==> src/rtl/hrpc_ram.sv <==
// Single write port, single registered read port RAM.
module hrpc_ram #(
    parameter int DEPTH = 256,
    parameter int WIDTH = 8
) (
    input  logic                     i_clk,
    input  logic                     i_we,
    input  logic [$clog2(DEPTH)-1:0] i_waddr,
    input  logic [WIDTH-1:0]         i_wdata,
    input  logic [$clog2(DEPTH)-1:0] i_raddr,
    output logic [WIDTH-1:0]         o_rdata
);

    logic [WIDTH-1:0] r_mem [DEPTH];
    logic [WIDTH-1:0] r_q;

    always_ff @(posedge i_clk) begin
        if (i_we) begin
            r_mem[i_waddr] <= i_wdata;
        end
        r_q <= r_mem[i_raddr];
    end

    assign o_rdata = r_q;

endmodule

==> config.mk <==
export PLATFORM = sky130hd
export DESIGN_NAME = hrpc_ram
export DESIGN_NICKNAME = d
export VERILOG_FILES = /design/src/rtl/hrpc_ram.sv
export SDC_FILE = /design/constraint.sdc
export NUM_CORES = 2
export LEC_CHECK = 0
export BUFFER_PORTS_ARGS = -buffer_cell sky130_fd_sc_hd__buf_2
export CAP_MARGIN = 30
export CORE_ASPECT_RATIO = 2
export CORE_UTILIZATION = 55
export DETAILED_ROUTE_END_ITERATION = 7
export GPL_ROUTABILITY_DRIVEN = 0
export MAX_ROUTING_LAYER = met4
export PLACE_DENSITY = 0.71
export SLEW_MARGIN = 5
export SYNTH_ARGS = -nofsm -noshare
export SYNTH_HDL_FRONTEND = slang
export SYNTH_SLANG_ARGS = --single-unit
export TNS_END_PERCENT = 5
==> constraint.sdc <==
create_clock -name i_clk -period 6.9 [get_ports i_clk]
set_input_delay 1.38 -clock i_clk [delete_from_list [all_inputs] [get_ports i_clk]]
set_output_delay 1.38 -clock i_clk [all_outputs]
set_load 0.01 [all_outputs]
# Word level (Yosys, flattened, before mapping)
# Memory sizes are Yosys's and may differ from the RTL's. A register that Yosys moved wholly into a read port is not among the register bits.
# Cells that the tools add are included.
dict set report word_totals {
  reg_bits 0
  latch_bits 0
  ram_bits 2048
  mem_bits_ro 0
  input_bits 26
  out_inout_bits 8
  memories 1
}
# memory words word_bits rd rd_clocked_by_memory_dff wr line_no
set mem_list {}
lappend mem_list {r_mem 256 8 1 1 1 14} ;# logic [WIDTH-1:0] r_mem [DEPTH];
dict set report classes {
  n_addsub 0
  n_mul 0
  div 0
  magnitude_cmp 0
  n_eq_ne 0
  shifts 0
  muxes 2
  n_bitwise 0
  n_reduce_logical 0
}
# op count
set ops {}
lappend ops {{$mux 1} 2}

# Longest topological paths before layout
dict set report logic_depth {
  word_depth 2
  ltp_mapped 11
  ltp_nobuf 6
}

# Worst setup path before layout
# No wires, ideal clock.
dict set report synth_timing {
  path_type {input-to-reg}
  start {in i_raddr[0]}
  end {reg r_q[2], in the netlist o_rdata[2] (read register of r_mem)}
  setup_time_ns 0.131
  arrival_time_ns 3.187
  path_slack_ns 3.582
  cell_stages 9
  path_buffers 4
  cell_sequence {buf_6 -> buf_12 -> buf_8 -> buf_2 -> mux4_2 -> a22oi_1 -> a21oi_1 -> nor4_1 -> nor4_2}
}
# item line_no
set synth_rtl {}
lappend synth_rtl {{from (decl)} 10} ;# input logic [$clog2(DEPTH)-1:0] i_raddr,
lappend synth_rtl {{to (decl)} 15} ;# logic [WIDTH-1:0] r_q;

==> summary.md <==
| Metric | Value |
|---|---|
| Outcome | `finished clean` |
| Pwr Density | `282 mW/mm^2` |
| Wire per inst | `34.3 um` |
| Distinct cells, synth | `55` |
| Clock share of power | `38.9%` |
| Drt pass-1 iters | `6` |
| Setup repair after global routing missed its margin | `false` |
| Syn-to-layout area delta | `9.78%` |
| Total gr overflow | `0` |
| Fin Setup TNS | `0 ns` |
| Die height | `540 um` |
| Switching share of power | `21.1%` |
| Core area | `0.144 mm^2` |
| Core Rows | `197` |
| Port Buffer Count | `33` |
| Syn_nets | `3759` |
| Sequential fraction of the synthesis area | `77.5%` |
| Layout cells sized above 1 | `21.9%` |
| Vias in the first global route | `40.1k` |
| Fin area | `0.0873 mm^2` |
| Data arrival, critical path | `4.89 ns` |
| Worst Path Required | `7.54 ns` |
| Routed vias | `38.8k` |
| Synthesized area | `0.0796 mm^2` |
| Worst min-delay path class | `reg2reg` |
| Hold Vio Cnt, Final | `0` |
| Commonest cells in the synthesized netlist | `edfxtp_1 (2048), mux4_2 (454), nor2_1 (282), mux2i_1 (134), a22oi_1 (133)` |
| CP Buf/Inv Count | `3` |
| Largest stage delay, worst path | `0.72 ns` |
| Clk pin slew, worst setup/hold paths | `0.07 ns` |
| Count leader, synth | `edfxtp_1` |
| Die Span X | `271 um` |
| Post-synth EDFFs | `2048` |
| Fin crit period | `4.24 ns` |
| Post-CTS setup buffer count | `0` |
| Sw power | `5.19 mW` |
| Yosys top cell area share | `77.3%` |
| CP Class | `in2reg` |
| Tot GR Track Use | `28.4%` |
| Pint | `19.4 mW` |
| Sequential power share | `56.0%` |
| Slew @ Worst Pin | `1.11 ns` |
| Slowest cell on crit path | `a211oi_2` |
| Clk buf depth | `4` |
| Starting Density | `55.4%` |
| Final net count | `3843` |
| Number of buffers created by CTS | `171` |
| Syn Inst Count | `3733` |
| Max-slew violation count | `0` |
| Worst Hold Slack | `1.01 ns` |
| Final worst path period share | `61.5%` |
| Pin count of the biggest net entering global routing | `199` |
| First-pass GRT wire length | `285000 um` |
| Crit-path max FO | `63` |
| Leakage power | `26.7 nW` |
| Synth area leaders | `edfxtp_1 (77%), mux4_2 (13%), mux2i_1 (1.7%)` |
| Max VDD drop | `0.268 mV` |
| Yosys warning count | `0` |
| Cell taking the most area after synthesis | `edfxtp_1` |
| Clock root cell | `clkbuf_16` |
| CTS Sinks | `2056` |
| Worst slack at placement | `1.73 ns` |
| Crit-path cells | `buf_8 -> buf_12 -> buf_4 -> mux4_2 -> a22o_1 -> a221oi_1 -> o221ai_1 -> a211oi_2 -> nor4_1` |
| Worst-Skew Late Latency | `0.85 ns` |
| CTS resizes | `0` |
| First-iteration detailed-routing DRC count | `4180` |
| FMAX | `236 MHz` |
| Final Power | `24.6 mW` |
| Routed Antenna Nets | `0` |
| Fraction of registers with async set/reset | `0%` |
| Mean post-synth cell area | `21.3 um^2` |
| TritonCTS clock tree | `done` |
| #FFs+latches synth | `2056` |
| Setup violators final | `0` |
| Top FF cell, synth | `edfxtp_1` |
| I/O pins | `34` |
| Slew headroom | `25.3%` |
| H-tree levels | `4` |
| Hpwl dp | `128000 um` |
| # DRC | `0` |
| # hold bufs at CTS | `0` |
| Final critical-path setup slack | `2.66 ns` |
| Die ar. | `0.146 mm^2` |
| Initial antenna violation count | `17` |
| WL final | `201000 um` |
| Vias per cell | `6.64` |
| Max Clock Skew | `0.0610 ns` |
| Cell area after placement | `0.0819 mm^2` |
| CP startpoint kind | `input pin` |
| Gate power share | `5.1%` |
| Setup crit end kind | `flop` |
| Max-Cap Viols | `0` |
| Family with the most delay on the worst path | `compound AO/OA/AOI/OAI gates` |
## state kept, by name, indices dropped and copies added, names as in the netlist
register and cells:
o_rdata 8, r_mem 2048
## final timing paths
kind / from / endpoint / slack [ns] / cells after the start
worst min-delay path: r_mem[34][6] / o_rdata[6] / 1.01 / 5
worst max register to register: r_mem[83][5] / o_rdata[5] / 4.08 / 6
worst min register to register: r_mem[34][6] / o_rdata[6] / 1.01 / 5
worst max-delay path: i_raddr[0] / o_rdata[5] / 2.66 / 9
## cell families (layout without fill, tap and decap cells)
logic type / count (synthesis) / in the layout / synth area share [%]
AOI/OAI and AO/OA: 385 / 385 / 3.42
buffers and inverters: 235 / 442 / 1.83
DFF: 2056 / 2056 / 77.5
muxes: 591 / 591 / 14.6
other: 0 / 17 / 0
and+or+nand+nor: 466 / 466 / 2.63
## cell usage in the layout (no fill, tap or decap), types with 34 or more instances in the layout
cell	Yosys	layout
mux4_2	454	454
clkbuf_16	0	174
nand3_1	34	34
o221ai_1	46	46
edfxtp_1	2048	2048
a21oi_1	96	96
mux2i_1	134	134
a22oi_1	133	133
buf_4	27	86
nor2_1	282	279
## routing by layer
layer	global-route usage [%]	wire, um
met2	50.4	110000
met4	16.4	13200
met3	4.20	13200
met5	-	0
met1	30.0	64100
## worst reg2reg max path: stages (launching register included)
cell	delay (ns)
edfxtp_1	0.36
mux4_2	0.47
a22o_1	0.30
a221oi_1	0.47
o32ai_1	0.22
nor3_2	0.68
nor4_1	0.16
## final cells by class
class,instances,area (um^2)
flip-flops and latches,2056,61700
diodes,17,42.5
repair buffers,144,1350
multi-input cells,1442,16500
inverters,2,7.51
clock buffers,204,4470
clock inverters,92,902
well taps,1890,2360
fillers,9728,56400
## power groups by stage
stage | Sequential [mW] | Clock (mW) | Combinational, mW
after detailed placement | 14.1 | 0 | 1.25
final | 13.8 | 9.59 | 1.25
after floorplan | 14.0 | 0 | 0.669
after CTS | 13.8 | 9.62 | 1.25
after global routing | 13.8 | 10.0 | 1.29
after global placement | 14.1 | 0 | 1.22
## stage by stage
stage / util [%] / cells
3_5_place_dp: 57.0 / 5529
5_1_grt: 60.8 / 5845
4_1_cts: 60.7 / 5825
6_report: 60.8 / 5847
3_3_place_gp: 56.8 / 5510
2_1_floorplan: - / 3733
Note: power is estimated with default switching activity, not from simulation.
